--- src/sv/delimiter_string_tokenizer_defines.svh ---
// Assertion macros shared by the delimiter string tokenizer RTL.
// No dependencies; included by files that carry concurrent assertions.
`ifndef DELIMITER_STRING_TOKENIZER_DEFINES_SVH
`define DELIMITER_STRING_TOKENIZER_DEFINES_SVH

// Same-cycle implication, checked on every clock edge outside reset.
`define DST_ASSERT_NOW(label, clk, rst, ante, cons, msg) \
   label: assert property (@(posedge clk) disable iff (rst) (ante) |-> (cons)) \
      else $error(msg);

// Next-cycle implication, checked on every clock edge outside reset.
`define DST_ASSERT_NEXT(label, clk, rst, ante, cons, msg) \
   label: assert property (@(posedge clk) disable iff (rst) (ante) |=> (cons)) \
      else $error(msg);

`endif

--- src/sv/dst_pkg.sv ---
// Shared types and constants for the delimiter string tokenizer.
// No dependencies; imported by every module of the block.
package dst_pkg;

   localparam int DLEN_W     = 4;
   localparam int CSR_IDX_W  = 1;
   localparam int CSR_DATA_W = 64;
   localparam int START_W    = 16;
   localparam int LENGTH_W   = 17;
   localparam int RSP_DATA_W = 40;

   localparam logic [CSR_IDX_W-1:0] CSR_DELIM_BYTES  = 1'b0;
   localparam logic [CSR_IDX_W-1:0] CSR_DELIM_LENGTH = 1'b1;

   typedef enum logic [1:0] {
      KIND_FIELD = 2'd0,
      KIND_END   = 2'd1,
      KIND_SHORT = 2'd2,
      KIND_LONG  = 2'd3
   } kind_type;

   typedef struct packed {
      logic [START_W-1:0]  start;
      logic [LENGTH_W-1:0] length;
      kind_type            kind;
      logic                eos;
   } rsp_type;

   // control from the field tracker to the match window
   typedef struct packed {
      logic shift;
      logic clear;
      logic seen_ok;
   } win_ctl_type;

endpackage

--- src/sv/dst_window.sv ---
// Byte window and delimiter compare for the tokenizer.
// Depends on dst_pkg; drives the match flag consumed by dst_tracker.
module dst_window #(
   parameter int MAX_DELIMITER_BYTES = 8
) (
   input  logic                             clock,
   input  logic                             reset,
   input  dst_pkg::win_ctl_type             ctl,
   input  logic [7:0]                       byte_value,
   input  logic [8*MAX_DELIMITER_BYTES-1:0] delimiter,
   input  logic [dst_pkg::DLEN_W-1:0]       dlen,
   output logic                             matched
);
   import dst_pkg::*;

   localparam int MAXD  = MAX_DELIMITER_BYTES;
   localparam int IW    = (MAXD > 1) ? $clog2(MAXD) : 1;
   localparam int SW    = $clog2(MAXD + 1);
   localparam int CMP_W = DLEN_W + 1;

   logic [MAXD-1:0][7:0] window_ff;
   logic [MAXD-1:0][7:0] window_in;
   logic [SW-1:0]        since_ff;
   logic [SW-1:0]        since_in;
   logic [SW:0]          since_inc;
   logic                 since_ge;
   logic                 all_eq;

   // window_in[0] is the newest byte, entry j is the byte j beats back
   always_comb begin
      window_in[0] = byte_value;
      for (int j = 1; j < MAXD; j++) begin
         window_in[j] = window_ff[j-1];
      end
   end

   // delimiter byte k lines up with the byte (dlen-1-k) beats back
   always_comb begin
      logic [DLEN_W-1:0] idx;
      all_eq = 1'b1;
      for (int k = 0; k < MAXD; k++) begin
         idx = dlen - DLEN_W'(1) - DLEN_W'(k);
         if ((DLEN_W'(k) < dlen) && (delimiter[8*k +: 8] != window_in[idx[IW-1:0]])) begin
            all_eq = 1'b0;
         end
      end
   end

   assign since_inc = {1'b0, since_ff} + (SW+1)'(1);
   assign since_ge  = CMP_W'(since_inc) >= CMP_W'(dlen);
   assign matched   = (dlen != '0) && ctl.seen_ok && since_ge && all_eq;

   always_comb begin
      since_in = since_ff;
      if (ctl.clear) begin
         since_in = SW'(MAXD);
      end else if (ctl.shift) begin
         if (matched) begin
            since_in = '0;
         end else if (since_inc > (SW+1)'(MAXD)) begin
            since_in = SW'(MAXD);
         end else begin
            since_in = since_inc[SW-1:0];
         end
      end
   end

   always_ff @(posedge clock) begin
      if (reset) begin
         since_ff <= SW'(MAXD);
      end else begin
         since_ff <= since_in;
      end
   end

   always_ff @(posedge clock) begin
      if (ctl.shift) begin
         window_ff <= window_in;
      end
   end

endmodule

--- src/sv/dst_tracker.sv ---
// Byte count, field anchor and overflow tracking; forms each result.
// Depends on dst_pkg; pairs with dst_window for the match flag.
module dst_tracker #(
   parameter longint unsigned MAX_STRING_BYTES = 65536
) (
   input  logic                       clock,
   input  logic                       reset,
   input  logic                       advance,
   input  logic                       last,
   input  logic [dst_pkg::DLEN_W-1:0] dlen,
   input  logic                       matched,
   output dst_pkg::win_ctl_type       ctl,
   output logic                       res_valid,
   output dst_pkg::rsp_type           res
);
   import dst_pkg::*;

   localparam int CW = $clog2(MAX_STRING_BYTES + 1);
   localparam int OW = (CW > LENGTH_W) ? CW : LENGTH_W;

   logic [CW-1:0] seen_ff,   seen_in;
   logic [CW-1:0] anchor_ff, anchor_in;
   logic          ovf_ff,    ovf_in;
   logic          ovf_now;
   logic [CW-1:0] seen_new;
   logic [CW-1:0] mstart;
   logic          hit;
   logic          too_short;
   logic [OW-1:0] start_ext;
   logic [OW-1:0] len_ext;

   assign ovf_now   = ovf_ff || (seen_ff >= CW'(MAX_STRING_BYTES));
   assign seen_new  = seen_ff + CW'(1);
   assign mstart    = seen_new - CW'(dlen);
   assign hit       = matched && !ovf_now;
   assign too_short = (dlen == '0) || (seen_new <= CW'(dlen));

   assign ctl.shift   = advance && !ovf_now;
   assign ctl.clear   = advance && last;
   assign ctl.seen_ok = seen_new >= CW'(dlen);

   assign start_ext = OW'(anchor_ff);

   always_comb begin
      res_valid = 1'b0;
      res.kind  = KIND_FIELD;
      res.eos   = last;
      len_ext   = '0;
      if (last) begin
         res_valid = 1'b1;
         if (ovf_now) begin
            res.kind = KIND_LONG;
         end else if (too_short) begin
            res.kind = KIND_SHORT;
         end else if (hit) begin
            if (mstart > anchor_ff) begin
               len_ext = OW'(mstart - anchor_ff);
            end else begin
               res.kind = KIND_END;
            end
         end else begin
            len_ext = OW'(seen_new - anchor_ff);
         end
      end else if (hit && (mstart > anchor_ff)) begin
         res_valid = 1'b1;
         len_ext   = OW'(mstart - anchor_ff);
      end
      res.start  = (res.kind == KIND_FIELD) ? start_ext[START_W-1:0] : '0;
      res.length = len_ext[LENGTH_W-1:0];
   end

   always_comb begin
      seen_in   = seen_ff;
      anchor_in = anchor_ff;
      ovf_in    = ovf_ff;
      if (advance) begin
         if (last) begin
            seen_in   = '0;
            anchor_in = '0;
            ovf_in    = 1'b0;
         end else if (ovf_now) begin
            ovf_in = 1'b1;
         end else begin
            seen_in = seen_new;
            if (hit) begin
               anchor_in = seen_new;
            end
         end
      end
   end

   always_ff @(posedge clock) begin
      if (reset) begin
         seen_ff   <= '0;
         anchor_ff <= '0;
         ovf_ff    <= 1'b0;
      end else begin
         seen_ff   <= seen_in;
         anchor_ff <= anchor_in;
         ovf_ff    <= ovf_in;
      end
   end

endmodule

--- src/sv/delimiter_string_tokenizer.sv ---
// Top level of the delimiter string tokenizer: input stage, settings, result register.
// Depends on dst_pkg, dst_window, dst_tracker and the assertion macro header.
//
// Usage:
//   req_ carries one string byte per beat; req_tlast marks the final byte.
//   rsp_ carries at most one result per input byte: a field (start offset and
//   length) when a delimiter match completes with a non-empty field before it,
//   and always one result on the final byte (remainder field, end without
//   field, rejected too short, or string too long), tagged by rsp_tlast.
//   csr_ writes the delimiter bytes (index 0) and delimiter length (index 1);
//   write only while no string is in flight.
// Timing:
//   A byte lands in the input register, is matched and tracked combinationally
//   from there, and its result is loaded into the output register that drives
//   rsp_tvalid. One byte per cycle is sustained while the result slot is free or
//   draining, set by the single window compare and tracker update per beat.
// Reset: synchronous; clears both stages and the string state, and loads the
//   delimiter ',' with length 1.
// Stall: while rsp_tready is low and a result waits, the input register holds
//   its byte and req_tready drops once that register is full.
module delimiter_string_tokenizer #(
   parameter longint unsigned MAX_STRING_BYTES    = 65536,
   parameter int              MAX_DELIMITER_BYTES = 8
) (
   input  logic                                clock,
   input  logic                                reset,
   // req_tdata: byte_value [7:0]
   input  logic                                req_tvalid,
   output logic                                req_tready,
   input  logic [7:0]                          req_tdata,
   input  logic                                req_tlast,
   // rsp_tdata: field_start [15:0], field_length [32:16], zero pad [39:33]
   output logic                                rsp_tvalid,
   input  logic                                rsp_tready,
   output logic [dst_pkg::RSP_DATA_W-1:0]      rsp_tdata,
   // rsp_tuser: result_kind [1:0]
   output logic [1:0]                          rsp_tuser,
   output logic                                rsp_tlast,
   input  logic                                csr_we,
   input  logic [dst_pkg::CSR_IDX_W-1:0]       csr_index,
   input  logic [dst_pkg::CSR_DATA_W-1:0]      csr_wdata
);
   import dst_pkg::*;

   `include "delimiter_string_tokenizer_defines.svh"

   localparam int MAXD = MAX_DELIMITER_BYTES;
   localparam int DW   = 8 * MAXD;

   logic [DW-1:0]     delim_ff, delim_in;
   logic [DLEN_W-1:0] dlen_ff,  dlen_in;
   logic [DLEN_W-1:0] dlen_eff;

   logic              in_valid_ff, in_valid_in;
   logic [7:0]        in_byte_ff;
   logic              in_last_ff;
   logic              req_take;
   logic              advance;

   logic              rsp_valid_ff, rsp_valid_in;
   rsp_type           rsp_ff;

   win_ctl_type       win_ctl;
   logic              matched;
   logic              res_valid;
   rsp_type           res;

   // settings
   always_comb begin
      delim_in = delim_ff;
      dlen_in  = dlen_ff;
      if (csr_we) begin
         case (csr_index)
            CSR_DELIM_BYTES:  delim_in = csr_wdata[DW-1:0];
            CSR_DELIM_LENGTH: dlen_in  = csr_wdata[DLEN_W-1:0];
            default: ;
         endcase
      end
   end

   always_ff @(posedge clock) begin
      if (reset) begin
         delim_ff <= DW'(64'd44);
         dlen_ff  <= DLEN_W'(1);
      end else begin
         delim_ff <= delim_in;
         dlen_ff  <= dlen_in;
      end
   end

   assign dlen_eff = (dlen_ff > DLEN_W'(MAXD)) ? DLEN_W'(MAXD) : dlen_ff;

   // input stage: advance when the result slot is free or draining
   assign advance     = in_valid_ff && (!rsp_valid_ff || rsp_tready);
   assign req_tready  = !in_valid_ff || advance;
   assign req_take    = req_tvalid && req_tready;
   assign in_valid_in = req_take ? 1'b1 : (advance ? 1'b0 : in_valid_ff);

   always_ff @(posedge clock) begin
      if (reset) begin
         in_valid_ff <= 1'b0;
      end else begin
         in_valid_ff <= in_valid_in;
      end
   end

   always_ff @(posedge clock) begin
      if (req_take) begin
         in_byte_ff <= req_tdata;
         in_last_ff <= req_tlast;
      end
   end

   dst_window #(
      .MAX_DELIMITER_BYTES(MAX_DELIMITER_BYTES)
   ) u_window (
      .clock      (clock),
      .reset      (reset),
      .ctl        (win_ctl),
      .byte_value (in_byte_ff),
      .delimiter  (delim_ff),
      .dlen       (dlen_eff),
      .matched    (matched)
   );

   dst_tracker #(
      .MAX_STRING_BYTES(MAX_STRING_BYTES)
   ) u_tracker (
      .clock     (clock),
      .reset     (reset),
      .advance   (advance),
      .last      (in_last_ff),
      .dlen      (dlen_eff),
      .matched   (matched),
      .ctl       (win_ctl),
      .res_valid (res_valid),
      .res       (res)
   );

   // result register: load a new beat, drop it once taken
   assign rsp_valid_in = (advance && res_valid) ? 1'b1 :
                         (rsp_tready ? 1'b0 : rsp_valid_ff);

   always_ff @(posedge clock) begin
      if (reset) begin
         rsp_valid_ff <= 1'b0;
      end else begin
         rsp_valid_ff <= rsp_valid_in;
      end
   end

   always_ff @(posedge clock) begin
      if (advance && res_valid) begin
         rsp_ff <= res;
      end
   end

   assign rsp_tvalid = rsp_valid_ff;
   assign rsp_tdata  = RSP_DATA_W'({rsp_ff.length, rsp_ff.start});
   assign rsp_tuser  = rsp_ff.kind;
   assign rsp_tlast  = rsp_ff.eos;

   `DST_ASSERT_NEXT(a_last_gives_result, clock, reset,
      advance && in_last_ff, rsp_valid_ff && rsp_ff.eos,
      "final byte left no end-of-string result")
   `DST_ASSERT_NOW(a_mid_result_is_field, clock, reset,
      rsp_valid_ff && !rsp_ff.eos, rsp_ff.kind == KIND_FIELD,
      "result before the final byte is not a field")
   `DST_ASSERT_NOW(a_nonfield_is_zero, clock, reset,
      rsp_valid_ff && (rsp_ff.kind != KIND_FIELD), rsp_tdata == '0,
      "non-field result carries a start or length")
   `DST_ASSERT_NOW(a_field_not_empty, clock, reset,
      rsp_valid_ff && (rsp_ff.kind == KIND_FIELD) && (MAX_STRING_BYTES <= 65536),
      rsp_ff.length != '0,
      "field result with zero length")

endmodule

--- config.mk ---
export PLATFORM = sky130hd
export DESIGN_NAME = delimiter_string_tokenizer
export DESIGN_NICKNAME = d
export VERILOG_FILES = /design/src/sv/dst_pkg.sv /design/src/sv/dst_window.sv /design/src/sv/dst_tracker.sv /design/src/sv/delimiter_string_tokenizer.sv
export VERILOG_INCLUDE_DIRS = /design/src /design/src/sv
export SDC_FILE = /design/constraint.sdc
export NUM_CORES = 1
export LEC_CHECK = 0
export BUFFER_PORTS_ARGS = -buffer_cell sky130_fd_sc_hd__buf_2
export CORE_ASPECT_RATIO = 0.7
export CORE_MARGIN = 3
export CORE_UTILIZATION = 55
export DETAILED_ROUTE_END_ITERATION = 8
export PLACE_DENSITY = 0.85
export SLEW_MARGIN = 20
export SYNTH_ARGS = -nofsm -noshare
export SYNTH_HDL_FRONTEND = slang
export SYNTH_SLANG_ARGS = --single-unit
--- constraint.sdc ---
create_clock -name clock -period 5.91 [get_ports clock]
set_input_delay 0.2955 -clock clock [delete_from_list [all_inputs] [get_ports clock]]
set_output_delay 0.2955 -clock clock [all_outputs]
set_load 0.05 [all_outputs]
==> results of run 1 <==
## final timing paths
path / to / cells past startpoint / from
max: rsp_tdata[0] / 21 / u_tracker.seen_ff[0]
min: delim_ff[29] / 3 / csr_wdata[29]
max reg2reg: rsp_tdata[0] / 21 / u_tracker.seen_ff[0]
min reg2reg: delim_ff[19] / 2 / delim_ff[19]
## critical path: cells and delay by family (launching register included)
family	cells	cell delay, ns
XOR/XNOR	2	0.38
adder cells (fa/ha/maj)	3	1.03
flip-flops	1	0.42
AO/OA/AOI/OAI	4	0.79
AND/OR/NAND/NOR	10	2.31
buffers and inverters	2	0.34
## cell families after synthesis
group                      synth area share, %
AOI/OAI and AO/OA                         13.5
muxes                                     15.6
other                                   0.0268
buffers and inverters                     4.51
xor gates and xnor gates                  7.92
adders and majority gates                 4.54
DFF                                       37.3
and+or+nand+nor                           16.6
## cells in the mapped netlist (9+ instances only)
library cell / count / area share [%]
a21oi_1: 94 / 3.4
a31oi_1: 10 / 0.45
and2_1: 26 / 1.2
buf_1: 9 / 0.24
buf_2: 19 / 0.68
buf_4: 14 / 0.75
clkbuf_1: 40 / 1.1
dfxtp_1: 109 / 16
edfxtp_1: 101 / 22
ha_1: 46 / 4.1
inv_1: 44 / 1.2
mux2i_1: 115 / 8.2
mux4_2: 42 / 6.8
nand2_1: 224 / 6.0
nand2b_1: 25 / 1.1
nand3_1: 35 / 1.3
nand4_1: 16 / 0.72
nor2_1: 63 / 1.7
nor2b_1: 18 / 0.80
nor3_1: 17 / 0.61
nor3b_1: 9 / 0.48
nor4_1: 9 / 0.40
o211ai_1: 26 / 1.4
o21a_1: 11 / 0.59
o21ai_0: 47 / 1.7
o22ai_1: 15 / 0.67
o31ai_1: 15 / 0.80
xnor2_1: 84 / 5.3
xor2_1: 32 / 2.0
## per-stage QoR
stage          cell area (um2)  std cells
2_1_floorplan            14000       1464
3_3_place_gp             14900       1858
3_5_place_dp             14900       1858
4_1_cts                  15800       1910
5_1_grt                  15800       1910
6_report                 15800       1910
## per-layer routing
layer  vias up  GRT usage (%)  part of all wire [%]
li1       5526              -                     -
met1      5786           44.8                    44
met2       745           40.6                    40
met3        82           9.15                    14
met4         0           6.71                   2.1
met5         -              0                     0
## flip-flops by register name (all words and copies together) (netlist names), 2 cells and up
signal,count
rsp_tdata,33
u_window.since_ff,4
u_window.window_ff,56
u_tracker.seen_ff,17
u_tracker.anchor_ff,17
in_byte_ff,8
rsp_tuser,2
delim_ff,64
dlen_ff,4
## cell type report
cell class / count / area [um2] / area share [%]
multi-input combinational: 1121 / 8230 / 52.0
clock buffer: 30 / 664 / 4.20
inverter: 46 / 173 / 1.09
sequential: 210 / 5220 / 32.9
clock inverter: 11 / 113 / 0.711
timing repair buffer: 167 / 1030 / 6.49
tap: 325 / 407 / 2.57
## report_power, final
part | leakage, uW | total (uW) | switching (uW) | internal (uW)
clock network | 0.000388 | 1500 | 619 | 883
registers | 0.00186 | 1640 | 63.2 | 1580
logic | 0.00400 | 1110 | 649 | 460
## cell usage in the layout, fill, tap and decap left out, types with 31 or more instances in the layout
cell      count
nand3_1      35
inv_1        43
buf_4        37
ha_1         45
buf_2       116
o21ai_0      47
a21oi_1      93
edfxtp_1    101
nand2_1     224
xor2_1       31
xnor2_1      83
nor2_1       63
dfxtp_1     108
mux2i_1     115
mux4_2       42
## repair_timing
item	4_1_cts	5_1_grt
hold endpoints to repair	11	0
hold buffers	11	0
resized for setup	0	5
endpoints found under the setup margin	0	66
==> metrics.txt, run 1 <==
Peak Freq=179 MHz; total power=4250 uW; CP Max Fanout=36; worst slack, placed=0.0792 ns; per-cell routed wire length=21.8 um; Worst-path clk slew=0.07 ns; RSZ-0062 raised after global routing=false; status=finished, final reports clean; critical path's slowest cell=or4_1; final hold violations=0; crit path DAT=5.83 ns; later-pin clock latency in the skew report=0.52 ns; final HPWL from detailed placement=30800 um; drt total wl=41600 um; Critical Path Source Type=register; antenna violations before repair=0; final core occ=63.7%; antenna-violating nets left=0; layout overhead on the synthesized area=13.1%; core footprint=24900 um2; required time worst endpoint=6.15 ns; largest net degree at the start of global routing=75; fin crit period=5.59 ns; Lkg Pwr=0.00625 uW; nets@finish=1697; gpl congestion=1.05; Crit. End Element=register; FP Rows=48; Yosys reg bits=210; FF-to-FF setup slack=0.32 ns; crit-path most repeated cell=ha_1; Die ar.=27400 um2; PD cells=269 nW/um2; Antenna Cells=0; I/O Buffers=116; Pre-antenna DRT Iters=6; crit-path cells=ha_2 > xor2_2 > ha_1 > a21o_1 > a21oi_1 > nand4_1 > or3_1 > nor3_2 > and2_1 > nand3_1 > xnor2_1 > ha_1 > and4_1 > nand2b_1 > or4_1 > and3_1 > a21oi_2 > buf_4 > nor4b_2 > o21a_2 > buf_12; fillers=2008; share of layout cells above drive strength 1=17.3%; Mean Syn Cell Area=9.60 um2; slowest stage delay, CP=0.52 ns; Cells after Synth=1458; final clock period utilization by the worst path=94.6%; Netlist cell types=82; Ports=124; Seq/Total Area, Yosys=37.3%; DR vias=12100; max cap viols=0; Fin Setup TNS=0 ns; CTS max path bufs=3; # DRC=0; CTS Sinks=210; Die X=197 um; total CTS buffers=23; Slew @ Worst Pin=1.25 ns; PnR worst setup slack=0.319 ns; Post-synth EDFFs=101; Starting Density=56.3%; Worst Path Class, Setup=register to register; Mapped Area=14000 um2; setup bufs post-CTS=0; Primary FF master, synth=dfxtp_1; DR iter-0 viols=1840; Max VDD drop=0.194 mV; htree depth=1; Setup Viol. Count Final=0; Die Span Y=139 um; vias in the first global route=11100; grt ovf=0; Final Max Slew Viols=0; Slew HR=16.2%; first-pass GRT wire length=63600 um; CTS tree=built; Min Hold Slack=0.0134 ns; clk_skew=0.0144 ns; ys async rst share=0%; Ys Warns=0; HP Class=primary input to register; Total GRT Usage=29.3%; via/cell ratio=6.36; root buffer cell=clkbuf_16
No activity file was read; power rests on OpenSTA's default activity.
==> run 2, diff against run 1 <==
Settings changed: CORE_ASPECT_RATIO 0.7 to not set, CORE_MARGIN 3 to 4.
==> run 2 against run 1 <==
  * Clock power is 3% lower
  * Hold slack worse by 0.0042 ns
  * Flip-flop and latch count stayed put
  * Sequential share of layout area is 0.26 points lower
  * Count of clock-buffer cells in the layout is 1 lower
  * Global-route usage is 1.2 points lower
  * First-iteration DRC count is 13% lower
  * Via count is 0.22% higher
  * Critical path type unchanged
  * Total power is 1.8% lower
==> metrics.txt, run 2 (synthesized netlist as in run 1, its figures left out) <==
FP Rows=58 (+21%); Min Hold Slack=0.00917 ns (-0.00418 ns); CP Max Fanout=16 (-56%); worst slack, placed=-0.00992 ns (-0.0891 ns); Final Cell Area=16000 um2 (+0.81%); hold path cells=3 (unchanged); slowest stage delay, CP=0.51 ns (about the same); Die Span Y=168 um (+20%); grt ovf=0 (unchanged); R2R depth=22 (+4.8%); Antenna Cells=0 (unchanged); Total GRT Usage=28.2% (-1.2 points); Fin Setup TNS=0 ns (unchanged); hold endpoint=delim_ff[37]; clk_skew=0.0298 ns (+0.0155 ns); Ports=124 (unchanged); Peak Freq=179 MHz (+0.15%); Critical Path Source Type=register; CTS tree=built; total power=4180 uW (-1.8%); root buffer cell=clkbuf_16; nets@finish=1710 (+0.77%); PnR worst setup slack=0.327 ns (+0.00833 ns); Slew HR=31.8% (+16 points); first-pass GRT wire length=63800 um (+0.40%); total CTS buffers=24 (+4.3%); Largest Register=delim_ff; largest net degree at the start of global routing=75 (unchanged); Final Max Slew Viols=0 (unchanged); final clock period utilization by the worst path=94.5% (-0.14 points); worst setup path start=dlen_ff[3]; gpl congestion=1.01 (-3.0%); fin crit period=5.58 ns (-0.00833 ns); crit path DAT=5.85 ns (+0.02 ns); reg2reg start=dlen_ff[3]; via/cell ratio=6.30 (-0.82%); Area after DPL=14900 um2 (-0.43%); share of layout cells above drive strength 1=16.8% (-0.47 points); PD cells=262 nW/um2 (-2.6%); commonest non-fill, non-tap cell in the layout=nand2_1; worst reg2reg path endpoint=rsp_tdata[11]; Setup Viol. Count Final=0 (unchanged); CTS max path bufs=3 (unchanged); Slew @ Worst Pin=1.02 ns (-0.234 ns); antenna-violating nets left=0 (unchanged); final HPWL from detailed placement=29700 um (-3.4%); max reg flops=64 (unchanged); critical path's slowest cell=or4_1; Max VDD drop=0.312 mV (+61%); drt total wl=40900 um (-1.7%); Die X=168 um (-15%); DR vias=12200 (+0.22%); Starting Density=55.7% (-0.55 points); final hold violations=0 (unchanged); required time worst endpoint=6.18 ns (+0.03 ns); I/O Buffers=116 (unchanged); vias in the first global route=11500 (+3.3%); Worst-path clk slew=0.07 ns (about the same); Worst Path Class, Setup=register to register; status=finished, final reports clean; Die ar.=28100 um2 (+2.3%); later-pin clock latency in the skew report=0.54 ns (+0.02 ns); CTS Sinks=210 (unchanged); Lkg Pwr=0.00628 uW (+0.47%); max cap viols=0 (unchanged); HP Class=primary input to register; HP Start=csr_wdata[37]; # DRC=0 (unchanged); layout overhead on the synthesized area=14.1%; crit-path cells=nor2b_4 > ha_1 > inv_1 > fa_1 > a21o_1 > a21oi_2 > nand4_1 > or3_1 > nor3_2 > and2_1 > nand3_1 > xnor2_1 > ha_1 > and4_1 > nand2b_1 > or4_1 > and3_1 > a21oi_2 > buf_4 > nand3_1 > o22a_4 > and2_1; core footprint=25100 um2 (+0.99%); antenna violations before repair=0 (unchanged); Crit. End Element=register; htree depth=1 (unchanged); per-cell routed wire length=21.2 um (-2.7%); most frequent cells in the layout=nand2_1 (224), buf_2 (116), mux2i_1 (115); FF-to-FF setup slack=0.33 ns (about the same); DR iter-0 viols=1593 (-13%); Pre-antenna DRT Iters=6 (unchanged)
-- run 2: layer usage --
layer | vias up | track usage, % | share of wire [%]
met2 | 788 | 42.2 | 43
met1 | 5728 | 40.3 | 41
met4 | 0 | 7.37 | 3.1
met3 | 110 | 8.14 | 12
met5 | - | 0 | 0
li1 | 5540 | - | -
-- run 2: cell type report --
cell class | count | area (um2)
sequential | 210 | 5220
fill | 2033 | 9150
clock inverter | 15 | 141
timing repair buffer | 179 | 1140
tap | 330 | 413
inverter | 46 | 173
multi-input combinational | 1121 | 8250
clock buffer | 29 | 629
-- run 2: power breakdown --
group	leakage [uW]	internal, uW	total (uW)	switching [uW]
logic	0.00404	455	1070	613
clock network	0.000375	849	1460	613
registers	0.00186	1580	1640	66.3
-- run 2: worst max-delay path, delay by kind of cell (launching register included) --
kind,cells,cell delay (ns)
buffers and inverters,2,0.22
XOR/XNOR,1,0.16
flip-flops,1,0.39
AO/OA/AOI/OAI,4,0.92
adder cells (fa/ha/maj),3,0.99
AND/OR/NAND/NOR,12,2.64
-- run 2: worst max-delay path by stage --
| stage | to | slack [ns] |
|---|---|---|
| after detailed placement | rsp_tdata[11] | -0.01 |
| after floorplan | rsp_tdata[10] | 0.10 |
| after global routing | rsp_tdata[9] | -0.002 |
| final | rsp_tdata[11] | 0.33 |
| after global placement | rsp_tdata[1] | 0.22 |
| after CTS | rsp_tdata[11] | 0.04 |
-- run 2: timing repair --
action,in CTS,in global routing
setup endpoints to repair,16,69
gates resized for setup,1,9
hold buffers,29,0
hold endpoints to repair,29,0
buffers inserted,0,0
gates cloned,0,0
-- run 2: metrics by stage --
| stage | cells | utilization (%) |
|---|---|---|
| after global routing | 1930 | 63.6 |
| after detailed placement | 1857 | 59.2 |
| final | 1930 | 63.6 |
| after CTS | 1930 | 63.4 |
| after global placement | 1857 | 59.2 |
| after floorplan | 1464 | - |
